`config.mk`:
```
export PLATFORM = sky130hd
export DESIGN_NAME = energy_beat_detector
export DESIGN_NICKNAME = d
export VERILOG_FILES = /design/src/ebd_pkg.sv /design/src/ebd_cfg.sv /design/src/ebd_history.sv /design/src/ebd_beat.sv /design/src/energy_beat_detector.sv
export SDC_FILE = /design/constraint.sdc
export NUM_CORES = 2
export LEC_CHECK = 0
export BUFFER_PORTS_ARGS = -buffer_cell sky130_fd_sc_hd__buf_2
export CAP_MARGIN = 20
export CORE_UTILIZATION = 29
export DETAILED_ROUTE_END_ITERATION = 12
export PLACE_DENSITY = 0.49
export SYNTH_ARGS = -nofsm -noshare
export SYNTH_HDL_FRONTEND = slang
export SYNTH_SLANG_ARGS = --single-unit
export TNS_END_PERCENT = 20
```
`constraint.sdc`:
```
create_clock -name clk -period 36.1 [get_ports clk]
set_input_delay 1.805 -clock clk [delete_from_list [all_inputs] [get_ports clk]]
set_output_delay 1.805 -clock clk [all_outputs]
set_load 0.01 [all_outputs]
```
`src/ebd_pkg.sv`:
```
package ebd_pkg;

  localparam int LEVEL_W     = 15;
  localparam int INSTANT_W   = 16;
  localparam int THRESH_W    = 10;
  localparam int DECAY_W     = 16;
  localparam int BEAT_W      = 17;
  localparam int CFG_INDEX_W = 8;
  localparam int CFG_DATA_W  = 16;

  localparam logic [BEAT_W-1:0]   BEAT_ONE      = 17'h10000;
  localparam logic [THRESH_W-1:0] THRESH_RESET  = 10'd384;
  localparam logic [DECAY_W-1:0]  DECAY_RESET   = 16'd62259;

  // register indexes on the configuration port
  localparam logic [CFG_INDEX_W-1:0] REG_THRESHOLD = 8'd0;
  localparam logic [CFG_INDEX_W-1:0] REG_DECAY     = 8'd1;

  typedef struct packed {
    logic [THRESH_W-1:0] threshold_q8;
    logic [DECAY_W-1:0]  decay_q16;
  } cfg_t;

endpackage

```
`src/ebd_cfg.sv`:
```
module ebd_cfg (
  input  logic                             clk,
  input  logic                             rst,
  input  logic                             cfg_valid,
  output logic                             cfg_ready,
  input  logic [ebd_pkg::CFG_INDEX_W-1:0]  cfg_index,
  input  logic [ebd_pkg::CFG_DATA_W-1:0]   cfg_data,
  output ebd_pkg::cfg_t                    cfg
);

  assign cfg_ready = 1'b1;

  always_ff @(posedge clk) begin
    if (rst) begin
      cfg.threshold_q8 <= ebd_pkg::THRESH_RESET;
      cfg.decay_q16    <= ebd_pkg::DECAY_RESET;
    end else if (cfg_valid && cfg_ready) begin
      case (cfg_index)
        ebd_pkg::REG_THRESHOLD: cfg.threshold_q8 <= cfg_data[ebd_pkg::THRESH_W-1:0];
        ebd_pkg::REG_DECAY:     cfg.decay_q16    <= cfg_data[ebd_pkg::DECAY_W-1:0];
        default: ;
      endcase
    end
  end

endmodule

```
`src/ebd_history.sv`:
```
module ebd_history #(
  parameter int HISTORY_LEN = 43,
  parameter int SUM_W       = 22
) (
  input  logic                           clk,
  input  logic                           rst,
  input  logic                           step,
  input  logic [ebd_pkg::INSTANT_W-1:0]  instant,
  output logic [SUM_W-1:0]               sum_next
);

  localparam int PTR_W = $clog2(HISTORY_LEN);
  localparam logic [PTR_W-1:0] PTR_LAST = PTR_W'(HISTORY_LEN - 1);

  logic [ebd_pkg::INSTANT_W-1:0] mem [HISTORY_LEN];
  logic [PTR_W-1:0]              ptr;
  logic [PTR_W-1:0]              ptr_next;
  logic [PTR_W-1:0]              rd_addr;
  logic                          wrapped;
  logic                          wrapped_next;
  logic [ebd_pkg::INSTANT_W-1:0] old_raw;
  logic                          old_ok;
  logic [ebd_pkg::INSTANT_W-1:0] old_entry;
  logic [SUM_W-1:0]              sum;

  assign ptr_next     = (ptr == PTR_LAST) ? '0 : ptr + PTR_W'(1);
  assign wrapped_next = wrapped || (ptr == PTR_LAST);
  // entries are written in order, so an entry is live once the pointer has wrapped
  assign rd_addr      = step ? ptr_next : ptr;
  assign old_entry    = old_ok ? old_raw : '0;
  assign sum_next     = sum - SUM_W'(old_entry) + SUM_W'(instant);

  always_ff @(posedge clk) begin
    if (step) begin
      mem[ptr] <= instant;
    end
    old_raw <= mem[rd_addr];
  end

  always_ff @(posedge clk) begin
    if (rst) begin
      ptr     <= '0;
      wrapped <= 1'b0;
      old_ok  <= 1'b0;
      sum     <= '0;
    end else begin
      old_ok <= step ? wrapped_next : wrapped;
      if (step) begin
        ptr     <= ptr_next;
        wrapped <= wrapped_next;
        sum     <= sum_next;
      end
    end
  end

endmodule

```
`src/ebd_beat.sv`:
```
module ebd_beat #(
  parameter int HISTORY_LEN = 43,
  parameter int SUM_W       = 22
) (
  input  logic                           clk,
  input  logic                           rst,
  input  logic                           step,
  input  ebd_pkg::cfg_t                  cfg,
  input  logic [ebd_pkg::INSTANT_W-1:0]  instant,
  input  logic [SUM_W-1:0]               sum_next,
  output logic                           onset,
  output logic [ebd_pkg::BEAT_W-1:0]     level_next
);

  localparam int LHS_W = ebd_pkg::INSTANT_W + 9 + $clog2(HISTORY_LEN + 1);
  localparam int RHS_W = SUM_W + ebd_pkg::THRESH_W;
  localparam int CMP_W = (LHS_W > RHS_W) ? LHS_W : RHS_W;
  localparam logic [CMP_W-1:0] SCALE = CMP_W'(HISTORY_LEN * 256);

  localparam int PI_W = ebd_pkg::BEAT_W + ebd_pkg::DECAY_W;
  localparam int PE_W = ebd_pkg::INSTANT_W + ebd_pkg::DECAY_W;

  logic [ebd_pkg::INSTANT_W-1:0] last_energy;
  logic [ebd_pkg::BEAT_W-1:0]    intensity;
  logic [CMP_W-1:0]              lhs;
  logic [CMP_W-1:0]              rhs;
  logic [PI_W-1:0]               prod_i;
  logic [PE_W-1:0]               prod_e;
  logic [ebd_pkg::INSTANT_W-1:0] last_next;

  assign lhs = CMP_W'(instant) * SCALE;
  assign rhs = CMP_W'(cfg.threshold_q8) * CMP_W'(sum_next);
  assign onset = (lhs > rhs) && (instant > last_energy);

  assign prod_i = PI_W'(intensity) * PI_W'(cfg.decay_q16);
  assign prod_e = PE_W'(last_energy) * PE_W'(cfg.decay_q16);

  // decayed intensity stays below 1.0, so only the beat value reaches 1.0
  assign level_next = onset ? ebd_pkg::BEAT_ONE : prod_i[PI_W-1 -: ebd_pkg::BEAT_W];
  assign last_next  = onset ? instant : prod_e[PE_W-1 -: ebd_pkg::INSTANT_W];

  always_ff @(posedge clk) begin
    if (rst) begin
      last_energy <= '0;
      intensity   <= '0;
    end else if (step) begin
      last_energy <= last_next;
      intensity   <= level_next;
    end
  end

endmodule

```
`src/energy_beat_detector.sv`:
```
// channel | direction | handshake             | payload
// in      | to block  | in_valid / in_stall   | sub_bass_level, bass_level
// out     | from block| out_valid / out_stall | beat_level, beat_onset
// cfg     | to block  | cfg_valid / cfg_ready | cfg_index, cfg_data
//
// one item per cycle sustained while out is not stalled; each item passes the input register, then the result register
// the history memory entry for the next item is read one item ahead through its registered port
// reset clears control state at once; history entries read as zero until the pointer wraps
// while out is stalled one more item is held in the input register, then in_stall rises
module energy_beat_detector #(
  parameter int HISTORY_LEN = 43
) (
  input  logic                             clk,
  input  logic                             rst,
  input  logic                             in_valid,
  output logic                             in_stall,
  input  logic [ebd_pkg::LEVEL_W-1:0]      sub_bass_level,
  input  logic [ebd_pkg::LEVEL_W-1:0]      bass_level,
  output logic                             out_valid,
  input  logic                             out_stall,
  output logic [ebd_pkg::BEAT_W-1:0]       beat_level,
  output logic                             beat_onset,
  input  logic                             cfg_valid,
  output logic                             cfg_ready,
  input  logic [ebd_pkg::CFG_INDEX_W-1:0]  cfg_index,
  input  logic [ebd_pkg::CFG_DATA_W-1:0]   cfg_data
);

  localparam int SUM_W = $clog2(HISTORY_LEN * 65535 + 1);

  ebd_pkg::cfg_t                 cfg;
  logic                          s1_valid;
  logic [ebd_pkg::LEVEL_W-1:0]   s1_sub;
  logic [ebd_pkg::LEVEL_W-1:0]   s1_bass;
  logic                          step;
  logic                          in_take;
  logic [ebd_pkg::INSTANT_W-1:0] instant;
  logic [SUM_W-1:0]              sum_next;
  logic                          onset;
  logic [ebd_pkg::BEAT_W-1:0]    level_next;

  assign step     = s1_valid && (!out_valid || !out_stall);
  assign in_stall = s1_valid && !step;
  assign in_take  = in_valid && !in_stall;
  assign instant  = ebd_pkg::INSTANT_W'(s1_sub) + ebd_pkg::INSTANT_W'(s1_bass);

  ebd_cfg u_cfg (
    .clk       (clk),
    .rst       (rst),
    .cfg_valid (cfg_valid),
    .cfg_ready (cfg_ready),
    .cfg_index (cfg_index),
    .cfg_data  (cfg_data),
    .cfg       (cfg)
  );

  ebd_history #(
    .HISTORY_LEN (HISTORY_LEN),
    .SUM_W       (SUM_W)
  ) u_history (
    .clk      (clk),
    .rst      (rst),
    .step     (step),
    .instant  (instant),
    .sum_next (sum_next)
  );

  ebd_beat #(
    .HISTORY_LEN (HISTORY_LEN),
    .SUM_W       (SUM_W)
  ) u_beat (
    .clk        (clk),
    .rst        (rst),
    .step       (step),
    .cfg        (cfg),
    .instant    (instant),
    .sum_next   (sum_next),
    .onset      (onset),
    .level_next (level_next)
  );

  always_ff @(posedge clk) begin
    if (in_take) begin
      s1_sub  <= sub_bass_level;
      s1_bass <= bass_level;
    end
    if (step) begin
      beat_level <= level_next;
      beat_onset <= onset;
    end
  end

  always_ff @(posedge clk) begin
    if (rst) begin
      s1_valid  <= 1'b0;
      out_valid <= 1'b0;
    end else begin
      if (in_take) begin
        s1_valid <= 1'b1;
      end else if (step) begin
        s1_valid <= 1'b0;
      end
      if (step) begin
        out_valid <= 1'b1;
      end else if (!out_stall) begin
        out_valid <= 1'b0;
      end
    end
  end

  a_onset_full_level: assert property (@(posedge clk) disable iff (rst)
    (out_valid && beat_onset) |-> (beat_level == ebd_pkg::BEAT_ONE))
    else $error("beat onset without full beat level");

  a_level_clamped: assert property (@(posedge clk) disable iff (rst)
    out_valid |-> (beat_level <= ebd_pkg::BEAT_ONE))
    else $error("beat level above 1.0");

  a_stall_when_full: assert property (@(posedge clk) disable iff (rst)
    (s1_valid && out_valid && out_stall) |-> in_stall)
    else $error("input taken while both stages are held");

  a_no_result_after_reset: assert property (@(posedge clk)
    $past(rst) |-> !out_valid)
    else $error("result present right after reset");

endmodule

```
---- After elaboration in Yosys (flattened, before gate mapping) ----
Memory sizes are Yosys's and may differ from the RTL's. A register that Yosys moved wholly into a read port is not among the register bits.
Index checks and enable logic that the tools add are counted.
word-level totals
  register bits after elaboration ......... 138
  RAM bits ................................ 688
  input bits .............................. 59
  output and inout bits ................... 21
  logic and storage cells ................. 52
  memories kept ........................... 1
memories
  name           depth  bits a word  read ports  clocked after memory_dff  wr ports  line               RTL
  u_history.mem  43     16           1           1                         1         ebd_history.sv:15  logic [ebd_pkg::INSTANT_W-1:0] mem [HISTORY_LEN];
cells by class
  $add $sub $neg .......................... 4
  multiply operators ...................... 4
  order comparisons ....................... 2
  eq/ne operators ......................... 3
  muxes and demuxes ....................... 11
  reduce and logical (&&, ||, !) cells .... 14
operators by type and width
  kind                                                                   count
  17-bit by 16-bit multiplier with 33-bit output                         1
  30-bit by 32-bit greater-than comparator with 1-bit output             1
  10-bit by 22-bit multiplier with 32-bit output                         1
  16-bit by 16-bit multiplier with 32-bit output                         1
  16-bit two-way mux                                                     2
  22-bit by 16-bit adder with 22-bit output                              1
  16-bit by 6-bit multiplier with 22-bit output, second input constant   1
  22-bit by 16-bit subtractor with 22-bit output                         1
  17-bit two-way mux                                                     1
  15-bit by 15-bit adder with 16-bit output                              1
  16-bit greater-than comparator                                         1
  6-bit two-way mux                                                      2
  8-bit by 1-bit equality test with 1-bit output, second input constant  1
  8-bit logical NOT                                                      1
  6-bit by 1-bit adder with 6-bit output, second input constant          1
  6-bit equality test, second input constant                             1
  1-bit two-way mux                                                      6
  1-bit logical AND                                                      4
  1-bit logical NOT                                                      4
  2-bit AND reduction                                                    2
  1-bit logical OR                                                       2
  2-bit by 1-bit != test with 1-bit output, second input constant        1
  2-bit nonzero test                                                     1

---- Longest topological paths before layout ----
  depth after elaboration ................. 8
  depth in mapped cells ................... 53
  gate-level depth less buffers ........... 51

---- Cells and area by module ----
Synthesis repeated with hierarchy kept, for this count alone.
second synthesis, totals
  cell total of the unflattened synthesis .. 5814
  area total of the unflattened synthesis .. 61576.6 µm²
modules (own cells, without submodules)
  module                times used  cells an instance  area an instance (µm²)  seq. area each (µm²)
  ebd_history           1           2402               30834.6                 21560.7
  ebd_beat              1           3154               27415.0                 660.6
  energy_beat_detector  1           140                2172.1                  1481.4
  ebd_cfg               1           118                1154.9                  520.5

---- Worst setup path after synthesis ----
No wires, ideal clock.
  kind .................................... flip-flop to flip-flop
  start ................................... register s1_sub[1] in the netlist's numbering
  end ..................................... register u_beat.last_energy[3] in the netlist's numbering
  setup time .............................. 0.091 ns
  arrival time ............................ 12.666 ns
  data required time ...................... 36.009 ns
  setup slack ............................. 23.344 ns
  stages on the path, launching flop included .. 49
  buffers on the path ..................... 1
  clock period less this slack ............ 12.756 ns
  path through ............................ edfxtp_1 ha_1 a21o_1 and4_4 a211o_1 a311oi_2 o21ai_0 a31o_2 a21o_1 xor2_1 inv_1 fa_1 inv_1 ha_1 and3_1 a311oi_1 xnor2_1 clkbuf_1 [13 not listed] a211oi_2 a211oi_1 or3_1 a31o_2 a21o_1 xnor2_1 ha_1 a21o_1 a21oi_1 and3b_1 o211ai_1 a311o_1 nand3_1 a211oi_2 nand2_4 inv_2 or3_1 a311oi_1
on the way
  cells in the longest elaborated chain, start to end .. 6
  elaborated cells on any way between the ends .. 8
  classes of those cells .................. 2 x add/sub; 2 x mul; 2 x order compare; 1 x mux; 1 x reduce/logical
RTL lines
  item                                                        line                        RTL
  from (decl)                                                 energy_beat_detector.sv:33  logic [ebd_pkg::LEVEL_W-1:0] s1_sub;
  from (signal assigned)                                      energy_beat_detector.sv:84  s1_sub <= sub_bass_level;
  15-bit by 15-bit adder with 16-bit output (*)               energy_beat_detector.sv:45  assign instant = ebd_pkg::INSTANT_W'(s1_sub) + ebd_pkg::INSTANT_W'(s1_bass);
  named net instant (one bit)                                 energy_beat_detector.sv:37  logic [ebd_pkg::INSTANT_W-1:0] instant;
  22-bit by 16-bit adder with 22-bit output                   ebd_history.sv:31           assign sum_next = sum - SUM_W'(old_entry) + SUM_W'(instant);
  10-bit by 22-bit multiplier with 32-bit output              ebd_beat.sv:32              assign rhs = CMP_W'(cfg.threshold_q8) * CMP_W'(sum_next);
  30-bit by 32-bit greater-than comparator with 1-bit output  ebd_beat.sv:33              assign onset = (lhs > rhs) && (instant > last_energy);
  1-bit logical AND (*)                                       ebd_beat.sv:33
  16-bit two-way mux (*)                                      ebd_beat.sv:40              assign last_next = onset ? instant : prod_e[PE_W-1 -: ebd_pkg::INSTANT_W];
  to (signal assigned)                                        ebd_beat.sv:47              last_energy <= last_next;
  to (decl)                                                   ebd_beat.sv:23              logic [ebd_pkg::INSTANT_W-1:0] last_energy;
The timed path passes the listed nets; every way through them passes the cells marked *.
A chain may end at the register's enable or synchronous reset.

---- Final worst setup path ----
  start ................................... register s1_sub[0] in the netlist's numbering
  end ..................................... register u_beat.last_energy[14] in the netlist's numbering
The elaborated chain is that of the path after synthesis.

==> impl_results.md <==
* Status: complete, no violations
* Largest net degree at the start of global routing at ~140
* Synth Flop Type: edfxtp_1
* Post-Synthesis Cells at ~5,000
* Worst reg2reg path startpoint: s1_sub[0]$_DFFE_PP_
* Slew headroom at a little under a quarter
* Sequential cell area at about 24,000 um^2
* TritonCTS Buffers at 90
* CP Capture Type: flip-flop
* Worst reg2reg path depth at 51
* Post-DRT Antenna Nets at 0
* Startpoint type of the worst setup path: flip-flop
* Drt first pass iters at 5
* First-pass GRT wire length at 243,000 um
* Ys async rst share at 0%
* Setup repair bufs after CTS at 0
* Crit path largest cell delay at slightly above 0.6 ns
* Commonest non-fill, non-tap cell in the layout: nand2_1
* Hold_sp: u_beat.intensity[9]$_SDFFE_PP0P_
* Synth-to-Final Area Change at 11.7%
* Die W at around 460 um
* CP arrival at around 15 ns
* Clock Skew at 0.0634 ns
* Max-cap violations at 0
* H-tree levels at 3
* CP Max Fanout at 50
* Port-buffer cells at 78
* FILL cells at between 20,000 and 25,000
* Final number of setup-violating endpoints at 0
* Total I/O pin count at 80
* R2R setup slack at around 22 ns
* CTS hold repair buffers at 0
* Synth top area share at a little under two fifths
* Sum Neg Setup Slack at 0 ns
* CTS Root Cell: clkbuf_16
* Post-synth cell types at 76
* Die Y at about 460 um
* Placed inst area at around 64,000 um^2
* Cell area after layout at roughly 67,000 um^2
* Starting DRT DRC Count at between 2,000 and 2,500
* Post-synth top area cell: edfxtp_1
* Hold endpoint: u_beat.intensity[9]$_SDFFE_PP0P_
* Die area at 207,000 um^2
* Drt wl/cell at roughly 20 um
* Worst-Margin Slew at 1.16 ns
* RSZ-0062 raised after global routing: no
* Initial antenna violation count at 2
* Most used cell, CP: fa_1
* Worst hold path depth at 2
* Worst-path clk slew at about 0.06 ns
* Via/cell ratio at between 4 and 5
* Largest cells by area after synthesis: edfxtp_1 37%, fa_1 20%, ha_1 8.5%
* Most frequent cells in the layout: 756 x nand2_1, 736 x edfxtp_1, 697 x inv_1
* Post-synth EDFFs at about 740
* Worst path slowest cell: inv_2
* All-Layer GR Usage at 15.4%
* Worst endpoint required time at 36.72 ns
* Final WL at roughly 160,000 um
* Nets at roughly 6,100
* Tmin final at between 10 and 15 ns
* Syn_nets at slightly above 6,000
* Starting Density at between 20 and 30%
* Fin crit share at about two fifths
* Vias in the first global route at 39,878
* Final Slew Violations at 0
* Post-synthesis sequential area ratio at 40.7%
* Core area at between 200,000 and 250,000 um^2
* Max clock buf depth at 3
* CTS tree: done
* Synthesized flop and latch total at 842
* Mapped cell area at 59,600 um^2
* Hold Crit Class: flip-flop to flip-flop
* Final hold viol count at 0
* Fin Hold WS at about 0.46 ns
* CTS Sinks at ~840
* Crit Path Class: flip-flop to flip-flop
* Post-DP HPWL at between 100,000 and 150,000 um
* Yosys warnings at 0
* Finished Layout Cells at 7,830
* Residual DRC at 0
* RePlAce Congestion at between 0.8 and 0.9
* Multi-input combinational cell area at around 32,000 um^2
* GRT overflow at 0
* Syn Area/Cell at 11.8 um^2
* Fmax at between 70 and 80 MHz
* Placed Cells at around 7,700
* Row cnt at 165
* Share of cells above drive strength 1 at between 10% and 20%
* RR Endpoint: u_beat.last_energy[14]$_SDFFE_PP0P_
* Worst-Skew Late Latency at around 0.73 ns
* Via count at approximately 37,000
* PostCTS Resize Cnt at 0
cell usage after synthesis (28+ instances only):
cell type,number
nor2_1,182
inv_1,702
and3_1,28
nand2_1,758
xor2_1,37
clkbuf_1,223
nand3_1,63
a311oi_1,53
a21o_1,57
nor2b_1,28
mux4_2,160
xnor2_1,61
and2_1,300
ha_1,406
edfxtp_1,736
fa_1,599
a21oi_1,148
nor3_1,35
dfxtp_1,106
o21ai_0,59
registers in the layout, summed over array words and instances (netlist names), 15 cells and up:
signal,cells
s1_sub,15
u_beat.intensity,17
s1_bass,15
u_history.sum,22
u_cfg.cfg,26
u_beat.last_energy,16
u_history.old_raw,16
u_history.mem,688
beat_level,17
critical path: cells and delay by family (launching register included):
| family | cells | cell delay [ns] |
|---|---|---|
| compound gates | 19 | 4.63 |
| xor+xnor | 2 | 0.26 |
| fa+ha+maj | 11 | 4.53 |
| buf+inv | 7 | 1.43 |
| flops | 1 | 0.37 |
| simple gates | 12 | 2.82 |
stage by stage:
stage               utilization [%]  setup slack [ns]
floorplan                         -             23.34
global placement               31.3             22.08
detailed placement             31.3             21.92
CTS                            32.7             21.94
global route                   32.8             20.94
finish                         32.8             21.90
layer usage:
layer	up-vias	GRT usage (%)	wire, um	part of all wire, %
li1	16963	-	-	-
met1	19463	20.9	71600	46
met2	682	26.0	75300	48
met3	174	1.78	5990	3.8
met4	0	3.50	3480	2.2
met5	-	0	0	0
how the worst max path moves through the flow:
stage / start / endpoint / cells after the start
after detailed placement: s1_sub[0]$_DFFE_PP_ / u_beat.last_energy[14]$_SDFFE_PP0P_ / 51
after CTS: s1_sub[0]$_DFFE_PP_ / u_beat.last_energy[14]$_SDFFE_PP0P_ / 51
after global placement: s1_sub[0]$_DFFE_PP_ / u_beat.last_energy[14]$_SDFFE_PP0P_ / 51
after floorplan: s1_sub[1]$_DFFE_PP_ / u_beat.last_energy[3]$_SDFFE_PP0P_ / 48
after global routing: s1_sub[0]$_DFFE_PP_ / u_beat.last_energy[14]$_SDFFE_PP0P_ / 51
final: s1_sub[0]$_DFFE_PP_ / u_beat.last_energy[14]$_SDFFE_PP0P_ / 51
cells by family (layout without fill, tap and decap cells):
family	after synthesis	count (layout)	share of synthesized area, %
adder cells (fa/ha/maj)	1005	1005	28.7
other	1	2	0.00630
multiplexers	180	180	6.39
XOR/XNOR	99	99	1.48
AO/OA/AOI/OAI	466	466	5.27
buffers and inverters	963	1092	6.13
AND/OR/NAND/NOR	1472	1472	11.4
flip-flops	842	842	40.7
layout make-up:
class                      count  area share, %
multi-input combinational   3223           47.9
sequential                   842           36.4
tap                         2672           5.02
inverter                     703           3.97
clock buffer                 109           3.56
timing repair buffer         221           2.24
clock inverter                59          0.918
antenna                        1        0.00376
Power is not shown: default switching activity piles up to over one toggle a cycle in this logic, so the estimate is an artifact.
